==> src/hw/rtl/assert_macros.svh <==
// Assertion macros for the integer square root RTL.
`ifndef ASSERT_MACROS_SVH
`define ASSERT_MACROS_SVH

// Implication or plain property, sampled on clk, off while rst_n is low.
`define ISQ_ASSERT(lbl, prop, msg) \
    lbl: assert property (@(posedge clk) disable iff (!rst_n) (prop)) else $error(msg);

// Condition that must never be seen on a clock edge out of reset.
`define ISQ_NEVER(lbl, expr, msg) \
    lbl: assert property (@(posedge clk) disable iff (!rst_n) !(expr)) else $error(msg);

`endif

==> src/hw/rtl/isqrt_pkg.sv <==
// Constants for the integer square root design.
package isqrt_pkg;

    // Width of the root result port.
    localparam int ROOT_W = 16;

endpackage

==> src/hw/rtl/isqrt_cell.sv <==
// One cell of the square root chain: decides a single root bit.
module isqrt_cell #(
    parameter int XW  = 32,
    parameter int RW  = 16,
    parameter int BIT = 0
) (
    input  logic          clk,
    input  logic          rst_n,
    input  logic          vld_in,
    input  logic [XW-1:0] rem_in,
    input  logic [RW-1:0] root_in,
    output logic          vld_out,
    output logic [XW-1:0] rem_out,
    output logic [RW-1:0] root_out
);

    localparam logic [XW-1:0] SQ_BIT   = XW'(1) << (2 * BIT);
    localparam logic [RW-1:0] ROOT_BIT = RW'(1) << BIT;

    logic          vld_reg;
    logic [XW-1:0] rem_reg;
    logic [XW-1:0] rem_next;
    logic [RW-1:0] root_reg;
    logic [RW-1:0] root_next;
    logic [XW-1:0] trial;
    logic          take;

    // (r + 2^b)^2 - r^2 = r * 2^(b+1) + 2^(2b); r has no bits at or below b
    assign trial = (XW'(root_in) << (BIT + 1)) | SQ_BIT;
    assign take  = (rem_in >= trial);

    always_comb
    begin
        rem_next  = rem_in;
        root_next = root_in;
        if (take)
        begin
            rem_next  = rem_in - trial;
            root_next = root_in | ROOT_BIT;
        end
    end

    always_ff @(posedge clk or negedge rst_n)
    begin
        if (!rst_n)
        begin
            vld_reg <= 1'b0;
        end
        else
        begin
            vld_reg <= vld_in;
        end
    end

    always_ff @(posedge clk)
    begin
        rem_reg  <= rem_next;
        root_reg <= root_next;
    end

    assign vld_out  = vld_reg;
    assign rem_out  = rem_reg;
    assign root_out = root_reg;

endmodule

==> src/hw/rtl/integer_square_root_top.sv <==
// Top level of the pipelined integer square root.
//
//  channel   signals                  direction  accepted when
//  request   start, busy, radicand    in         start && !busy
//  result    done, root               out        done (one cycle, no stall)
//
// The chain has one registered cell per root bit; a new request may enter every cycle.
// Each cell holds one compare-and-subtract on the running remainder.
// Reset clears only the valid bits of the chain; busy is never raised.
// The receiver cannot stall: every result appears once, in request order.
`include "assert_macros.svh"

module integer_square_root_top #(
    parameter int INPUT_WIDTH = 32
) (
    input  logic                           clk,
    input  logic                           rst_n,
    input  logic                           start,
    output logic                           busy,
    input  logic [INPUT_WIDTH-1:0]         radicand,
    output logic                           done,
    output logic [isqrt_pkg::ROOT_W-1:0]   root
);

    localparam int RW = (INPUT_WIDTH + 1) / 2;
    localparam int XW = 2 * RW;

    logic          vld_chain  [0:RW];
    logic [XW-1:0] rem_chain  [0:RW];
    logic [RW-1:0] root_chain [0:RW];
    logic [isqrt_pkg::ROOT_W+RW-1:0] root_ext;

    assign vld_chain[0]  = start;
    assign rem_chain[0]  = XW'(radicand);
    assign root_chain[0] = '0;

    // cell k settles root bit RW-1-k, most significant first
    for (genvar k = 0; k < RW; k++)
    begin : g_cell
        isqrt_cell #(
            .XW  (XW),
            .RW  (RW),
            .BIT (RW - 1 - k)
        ) u_cell (
            .clk      (clk),
            .rst_n    (rst_n),
            .vld_in   (vld_chain[k]),
            .rem_in   (rem_chain[k]),
            .root_in  (root_chain[k]),
            .vld_out  (vld_chain[k+1]),
            .rem_out  (rem_chain[k+1]),
            .root_out (root_chain[k+1])
        );
    end

    assign root_ext = {{isqrt_pkg::ROOT_W{1'b0}}, root_chain[RW]};
    assign root     = root_ext[isqrt_pkg::ROOT_W-1:0];
    assign done     = vld_chain[RW];
    assign busy     = 1'b0;

    `ISQ_ASSERT(a_req_to_done, start |-> ##RW done, "request did not produce a result")
    `ISQ_ASSERT(a_done_has_req, done |-> $past(start, RW), "result without a request")
    `ISQ_NEVER(a_rem_bound, done && (rem_chain[RW] > {root_chain[RW], 1'b0}), "root too small")

endmodule

==> config.mk <==
export PLATFORM = sky130hd
export DESIGN_NAME = integer_square_root_top
export DESIGN_NICKNAME = d
export VERILOG_FILES = /design/src/hw/rtl/isqrt_pkg.sv /design/src/hw/rtl/isqrt_cell.sv /design/src/hw/rtl/integer_square_root_top.sv
export VERILOG_INCLUDE_DIRS = /design/src /design/src/hw/rtl
export SDC_FILE = /design/constraint.sdc
export NUM_CORES = 1
export LEC_CHECK = 0
export ABC_AREA = 0
export BUFFER_PORTS_ARGS = -buffer_cell sky130_fd_sc_hd__buf_2
export CORE_MARGIN = 1.5
export CORE_UTILIZATION = 45
export DETAILED_ROUTE_END_ITERATION = 8
export PLACE_DENSITY = 0.66
export SLEW_MARGIN = 40
export SYNTH_ARGS = -nofsm -noshare
export SYNTH_HDL_FRONTEND = slang
export SYNTH_SLANG_ARGS = --single-unit
==> constraint.sdc <==
create_clock -name clk -period 2.6 [get_ports clk]
set_clock_uncertainty 0.05 [all_clocks]
set_input_delay 0.52 -clock clk [delete_from_list [all_inputs] [get_ports clk]]
set_output_delay 0.52 -clock clk [all_outputs]
set_load 0.01 [all_outputs]
==> impl_metrics.tcl, run 1 <==
set metrics [dict create \
    status "finished, violations left" \
    violations "negative setup slack" \
    cts_sinks 632 \
    multi_input_area_mm2 0.0106 \
    syn-cell-area_mm2 0.0235 \
    avgSynthCellArea_um2 10.3 \
    hold_path_class "primary input to flop" \
    drt_first_iter_violations 785 \
    cts_tree "yes" \
    routabilityCongestion 0.865 \
    synthCells 2288 \
    clkLatencyLatePin_ns 0.61 \
    synth.net_count 2473 \
    finalWorstSetupSlack_ns -0.0329 \
    max_clock_freq_mhz 380 \
    fin_crit_ns 2.63 \
    wl_per_cell_um 16.3 \
    synth_top_cell_by_area "dfxtp_1" \
    ios 53 \
    rsz0062_at_grt "true" \
    detail_route.wirelength_mm 53.7 \
    seqPwrFrac_pct 40.9 \
    start_util_pct 45.6 \
    dp_slack_ns -0.219 \
    fillerInstances 4305 \
    h-tree-depth 3 \
    cts-buffers-inserted 67 \
    grt_max_degree 27 \
    fp.dieW_um 231 \
    startpoint "g_cell[11].u_cell.rem_out[26]" \
    drc 0 \
    synthFlopType "dfxtp_1" \
    ys_warn_count 0 \
    rr_endpoint "g_cell[12].u_cell.rem_out[13]" \
    dp_hpwl_mm 40.3 \
    synth_top_area_share_pct 52.6 \
    swShare_pct 32.5 \
    crit_type "flop to flop" \
    setup_viol 5 \
    finalCritPeriodShare_pct 101 \
    cp.arrival_ns 3.08 \
    fp.dieH_um 231 \
    path_buf_inv 2 \
    p_comb_share_pct 29.6 \
    pwr_density_cell_mw_per_mm2 1170 \
    fin_nets 2749 \
    synth_edf_count 0 \
    r2r_cells 7 \
    regArea_mm2 0.0127 \
    ys_ff_latch 632 \
    irDropWorstVdd_v 0.000651 \
    maxCapViolCount 0 \
    postSynth.asyncResetShare_pct 2.53 \
    core_area_mm2 0.0514 \
    clockRootBuffer "clkbuf_16" \
    fin_setup_tns_ns -0.101 \
    yosysUniqueCellTypes 80 \
    p_switching_mw 11.1 \
    ys_top_cells_by_count "dfxtp_1 (616), inv_1 (184), ha_1 (150)" \
    cp.depth 7 \
    cp-endpoint "g_cell[12].u_cell.rem_out[13]" \
    firstDrtPassIters 5 \
    cp-start-kind "flop" \
    synthMostInstantiatedCell "dfxtp_1" \
    grtUsageTotal_pct 20.0 \
    antenna_found_initial 0 \
    required_ns 3.04 \
    vias 16900 \
    rows 83 \
    ant_nets 0 \
    diodes 0 \
    crit_family "simple AND/OR/NAND/NOR gates" \
    synth_area_leaders "dfxtp_1 (53%), ha_1 (8.0%), xnor2_1 (3.9%)" \
    max-clock-path-buffers 3 \
    timing.critical_path.to_type "flop" \
    intPower_mw 23.0 \
    final_util_pct 56.7 \
    slew_headroom_pct 55.9 \
    path_cells "or4_4 > or4b_4 > a211oi_4 > nor3b_4 > buf_4 > inv_2 > mux2_4" \
    slowest_stage "or4_4" \
    cts.clk_slew.worst_paths_ns 0.06 \
    drive_above_1_share_pct 18.2 \
    io_buffers 51 \
    grt_pass1_vias 17200 \
    final_max_slew_viol_count 0 \
    worst_slew_pin_slew_ns 0.654 \
    die-area_mm2 0.0535 \
    p_clk_share_pct 29.5 \
    overflow 0 \
    power.leakage_nw 13.1 \
    via_per_inst 5.12 \
    ys_seq_area_share_pct 54.3 \
    hold_violations 0 \
    max_stage_delay_ns 0.57 \
    grt_pass1_wl_mm 85.7 \
    regToRegStartpoint "g_cell[11].u_cell.rem_out[26]" \
    reg2reg_slack_ns -0.03 \
    area_growth_pct 24.2 \
    worstPathMaxFanout 11 \
]
logic make-up after synthesis:
| kind of cell | share of synthesized area, % |
|---|---|
| xor+xnor | 7.06 |
| fa+ha+maj | 8.00 |
| flops | 54.3 |
| buf+inv | 3.68 |
| other cells | 0.0160 |
| compound gates | 11.0 |
| mux | 0.806 |
| simple gates | 15.2 |
layout by cell type (no fill, tap or decap), types with 9 or more instances in the layout:
cell           Yosys  final
nor4_1            79     60
o21ai_0          131    117
clkbuf_8           0     13
nand4_1           33     33
dfrtp_1           16     16
dfxtp_2            0     12
nand4b_1          14     14
dlygate4sd3_1      0     32
inv_1            184    178
nor4_2             0     11
and2_1             9      9
clkbuf_1          23      9
a211oi_1          12     11
xor2_1            84     84
o211ai_1           9      9
a21oi_1          115    112
o21a_1            43     43
xnor2_1          105    103
a21o_1            21     21
nor3_2             2     10
o31ai_1           17     15
clkbuf_16          0     68
ha_1             150    133
buf_2              6     51
nand3_1           30     26
nor3_1            65     53
o21ai_1            3     15
nand2b_1          31     31
buf_4              4    156
nand2_1          142    140
nor2_1           121    121
or3_1             22     21
or2_2             13     13
ha_4               0     14
mux2_2            11     11
or4_1             25     21
dfxtp_1          616    604
nor2b_1           22     22
layout make-up:
cell class,instances,share of cell area [%]
repair buffers,245,6.29
clock buffers,90,6.57
multi-input cells,1433,36.4
well taps,680,2.92
inverters,185,2.38
flip-flops and latches,632,43.8
clock inverters,34,1.69
power groups by stage:
stage	sequential, mW	combinational, mW	clock (mW)
final	14.0	10.1	10.1
after CTS	13.9	9.69	10.3
after global routing	14.2	11.2	10.8
after floorplan	13.3	6.88	0
after detailed placement	14.1	9.39	0
after global placement	14.0	9.26	0
sequential cells by signal (all words and copies together), names as in the netlist:
register                count
g_cell.u_cell.rem_out     480
g_cell.u_cell.root_out    136
g_cell.u_cell.vld_out      16
through the flow:
step	total power [mW]	instances	hold WS [ns]	area, µm²
2_1_floorplan	20.2	2288	0.174	23500
3_3_place_gp	23.3	3127	0.276	25500
3_5_place_dp	23.5	3127	0.283	25500
4_1_cts	33.9	3288	0.151	28500
5_1_grt	36.2	3299	0.269	29100
6_report	34.1	3299	0.245	29100
timing repair:
action / CTS / global route
hold buffers: 32 / 0
pin swaps: 19 / 33
resized for setup: 43 / 102
hold endpoints to repair: 47 / 0
setup buffers: 5 / 11
endpoints found under the setup margin: 36 / 130
worst min path at each step:
stage,start,to,slack [ns],depth (start not counted)
6_report,radicand[31],g_cell[0].u_cell.rem_out[31],0.24,3
5_1_grt,radicand[30],g_cell[0].u_cell.rem_out[30],0.27,3
4_1_cts,radicand[31],g_cell[0].u_cell.rem_out[31],0.15,3
3_5_place_dp,g_cell[10].u_cell.rem_out[6],g_cell[11].u_cell.rem_out[6],0.28,0
3_3_place_gp,g_cell[10].u_cell.rem_out[6],g_cell[11].u_cell.rem_out[6],0.28,0
2_1_floorplan,rst_n,g_cell[0].u_cell.vld_out,0.17,0
worst reg2reg max path: stages (launching register included):
cell	delay, ns
dfxtp_1	0.33
or4_4	0.57
or4b_4	0.53
a211oi_4	0.22
nor3b_4	0.26
buf_4	0.21
inv_2	0.07
mux2_4	0.29
layer usage:
metal | up-vias | global-route usage (%) | wire, µm
met5 | - | 0 | 0
li1 | 8535 | - | -
met2 | 294 | 38.6 | 28800
met3 | 101 | 3.00 | 1630
met4 | 0 | 8.25 | 1630
met1 | 7962 | 21.4 | 21700
No activity file was read; power rests on OpenSTA's default activity.
==> run 2: changes to the inputs <==
--- a/config.mk
+++ b/config.mk
@@ -7,7 +7,7 @@
 export NUM_CORES = 1
 export LEC_CHECK = 0
 export ABC_AREA = 0
-export BUFFER_PORTS_ARGS = -buffer_cell sky130_fd_sc_hd__buf_2
+export BUFFER_PORTS_ARGS = -buffer_cell sky130_fd_sc_hd__clkbuf_2
 export CORE_MARGIN = 1.5
 export CORE_UTILIZATION = 45
 export DETAILED_ROUTE_END_ITERATION = 8
==> impl_metrics.tcl, run 2 (synthesis gave the netlist of run 1 again) <==
set metrics [dict create \
    startpoint "g_cell[11].u_cell.root_out[14]" \
    cp_common_cell "or4_1" \
    max_stage_delay_ns 0.54 \
    overflow 0 \
    worstPathMaxFanout 4 \
    final_util_pct 56.3 \
    cts_sinks 632 \
    hold_start "radicand[31]" \
    swShare_pct 32.4 \
    finalCritPeriodShare_pct 102 \
    fin_nets 2746 \
    clkLatencyLatePin_ns 0.60 \
    seqPwrFrac_pct 41.3 \
    drt_first_iter_violations 848 \
    largest_reg_flops 480 \
    cts_tree "yes" \
    h-tree-depth 3 \
    via_per_inst 5.12 \
    ios 53 \
    ant_nets 0 \
    final_max_slew_viol_count 0 \
    layout_common_cells "dfxtp_1 (606), inv_1 (181), buf_4 (153)" \
    grt_pass1_vias 17100 \
    intPower_mw 22.8 \
    max-clock-path-buffers 3 \
    crit_type "flop to flop" \
    path_cells "inv_1 > ha_1 > nand4_1 > nor4_2 > buf_4 > a211oi_4 > or4_1 > or4_1 > xnor2_1" \
    fp.dieW_um 231 \
    setup_viol 3 \
    timing.critical_path.to_type "flop" \
    core_area_mm2 0.0514 \
    antenna_found_initial 0 \
    p_switching_mw 10.9 \
    cp.arrival_ns 3.09 \
    firstDrtPassIters 5 \
    rsz0062_at_grt "true" \
    crit_family "simple AND/OR/NAND/NOR gates" \
    start_util_pct 45.6 \
    slowest_stage "or4_1" \
    routabilityCongestion 0.885 \
    finalWorstSetupSlack_ns -0.0560 \
    status "finished, violations left" \
    diodes 0 \
    p_total_mw 33.8 \
    hold_path_class "primary input to flop" \
    required_ns 3.04 \
    irDropWorstVdd_v 0.000605 \
    maxCapViolCount 0 \
    cp-start-kind "flop" \
    die-area_mm2 0.0535 \
    grt_max_degree 27 \
    detail_route.wirelength_mm 52.9 \
    fin_setup_tns_ns -0.0928 \
    rows 83 \
    grtUsageTotal_pct 19.7 \
    hold_violations 0 \
    fp.dieH_um 231 \
    drive_above_1_share_pct 18.0 \
    pwr_density_cell_mw_per_mm2 1170 \
    max_clock_freq_mhz 377 \
    io_buffers 51 \
    cts.clk_slew.worst_paths_ns 0.06 \
    violations "negative setup slack" \
    power.leakage_nw 13.1 \
    fin_crit_ns 2.66 \
    dp_hpwl_mm 40.3 \
    grt_pass1_wl_mm 84.1 \
    p_clk_share_pct 29.0 \
    holdWs_ns 0.182 \
    path_buf_inv 2 \
    vias 16900 \
    slew_headroom_pct 59.6 \
    area_growth_pct 23.4 \
    regToRegStartpoint "g_cell[11].u_cell.root_out[14]" \
    p_comb_share_pct 29.7 \
    worst_slew_pin_slew_ns 0.601 \
    clockRootBuffer "clkbuf_16" \
    cts-buffers-inserted 66 \
    wl_per_cell_um 16.1 \
    final_common_cell "dfxtp_1" \
    drc 0 \
]
[run 2: changes by cell type in the layout (fill, tap and decap cells not counted), moves of 4 or more]
cell	before	now
buf_2	51	0
ha_4	14	6
ha_1	133	138
o21ai_0	117	112
inv_6	4	0
nor4_2	11	15
nand2_1	140	135
inv_2	7	3
nand2_2	1	6
clkbuf_2	0	51
[run 2: worst paths after layout]
| kind | to | slack (ns) | cells after the start |
|---|---|---|---|
| setup / recovery | g_cell[12].u_cell.rem_out[30] | -0.06 | 9 |
| hold / removal | g_cell[0].u_cell.rem_out[31] | 0.18 | 3 |
| setup reg to reg | g_cell[12].u_cell.rem_out[30] | -0.06 | 9 |
| hold reg to reg | g_cell[7].u_cell.rem_out[11] | 0.29 | 0 |
| max in group asynchronous | g_cell[6].u_cell.vld_out | 1.91 | 2 |
| min in group asynchronous | g_cell[11].u_cell.vld_out | 0.32 | 2 |
[run 2: repair_timing]
action,CTS,global route
endpoints found under the hold margin,47,0
pin swaps,9,33
gates resized for setup,37,106
hold buffers,32,0
setup buffers,2,13
endpoints found under the setup margin,56,119
[run 2: final cells by class]
class	count	area [µm²]
fillers	4350	22500
flip-flops and latches	632	12700
multi-input cells	1433	10500
clock buffers	87	1880
repair buffers	243	1820
well taps	680	851
inverters	185	697
clock inverters	33	465
[run 2: power groups by stage]
stage | clock [mW] | combinational, mW | sequential (mW)
floorplan | 0 | 6.88 | 13.3
global placement | 0 | 9.24 | 14.1
detailed placement | 0 | 9.38 | 14.1
CTS | 10.0 | 9.61 | 13.9
global route | 10.5 | 11.1 | 14.2
finish | 9.79 | 10.0 | 14.0
[run 2: per-layer routing]
layer  share of wire [%]  vias up  GRT usage (%)
met1                  40     7915           20.8
met2                  53      306           37.7
met3                 3.2      120           3.20
met4                 3.8        0           9.42
met5                   0        -              0
li1                    -     8517              -
[run 2: stage by stage]
stage          worst slack, ns  instances  instance area, µm²
2_1_floorplan         -0.00732       2288               23500
3_3_place_gp            -0.210       3126               25500
3_5_place_dp            -0.221       3126               25500
4_1_cts                -0.0234       3280               28400
5_1_grt                 -0.116       3293               28900
6_report               -0.0560       3293               28900
[run 2: worst register-to-register path, delay by kind of cell (launching register included)]
kind | cells | cell delay (ns)
compound gates | 1 | 0.07
xor+xnor | 1 | 0.14
fa+ha+maj | 1 | 0.30
buf+inv | 2 | 0.22
flops | 1 | 0.33
simple gates | 4 | 1.45
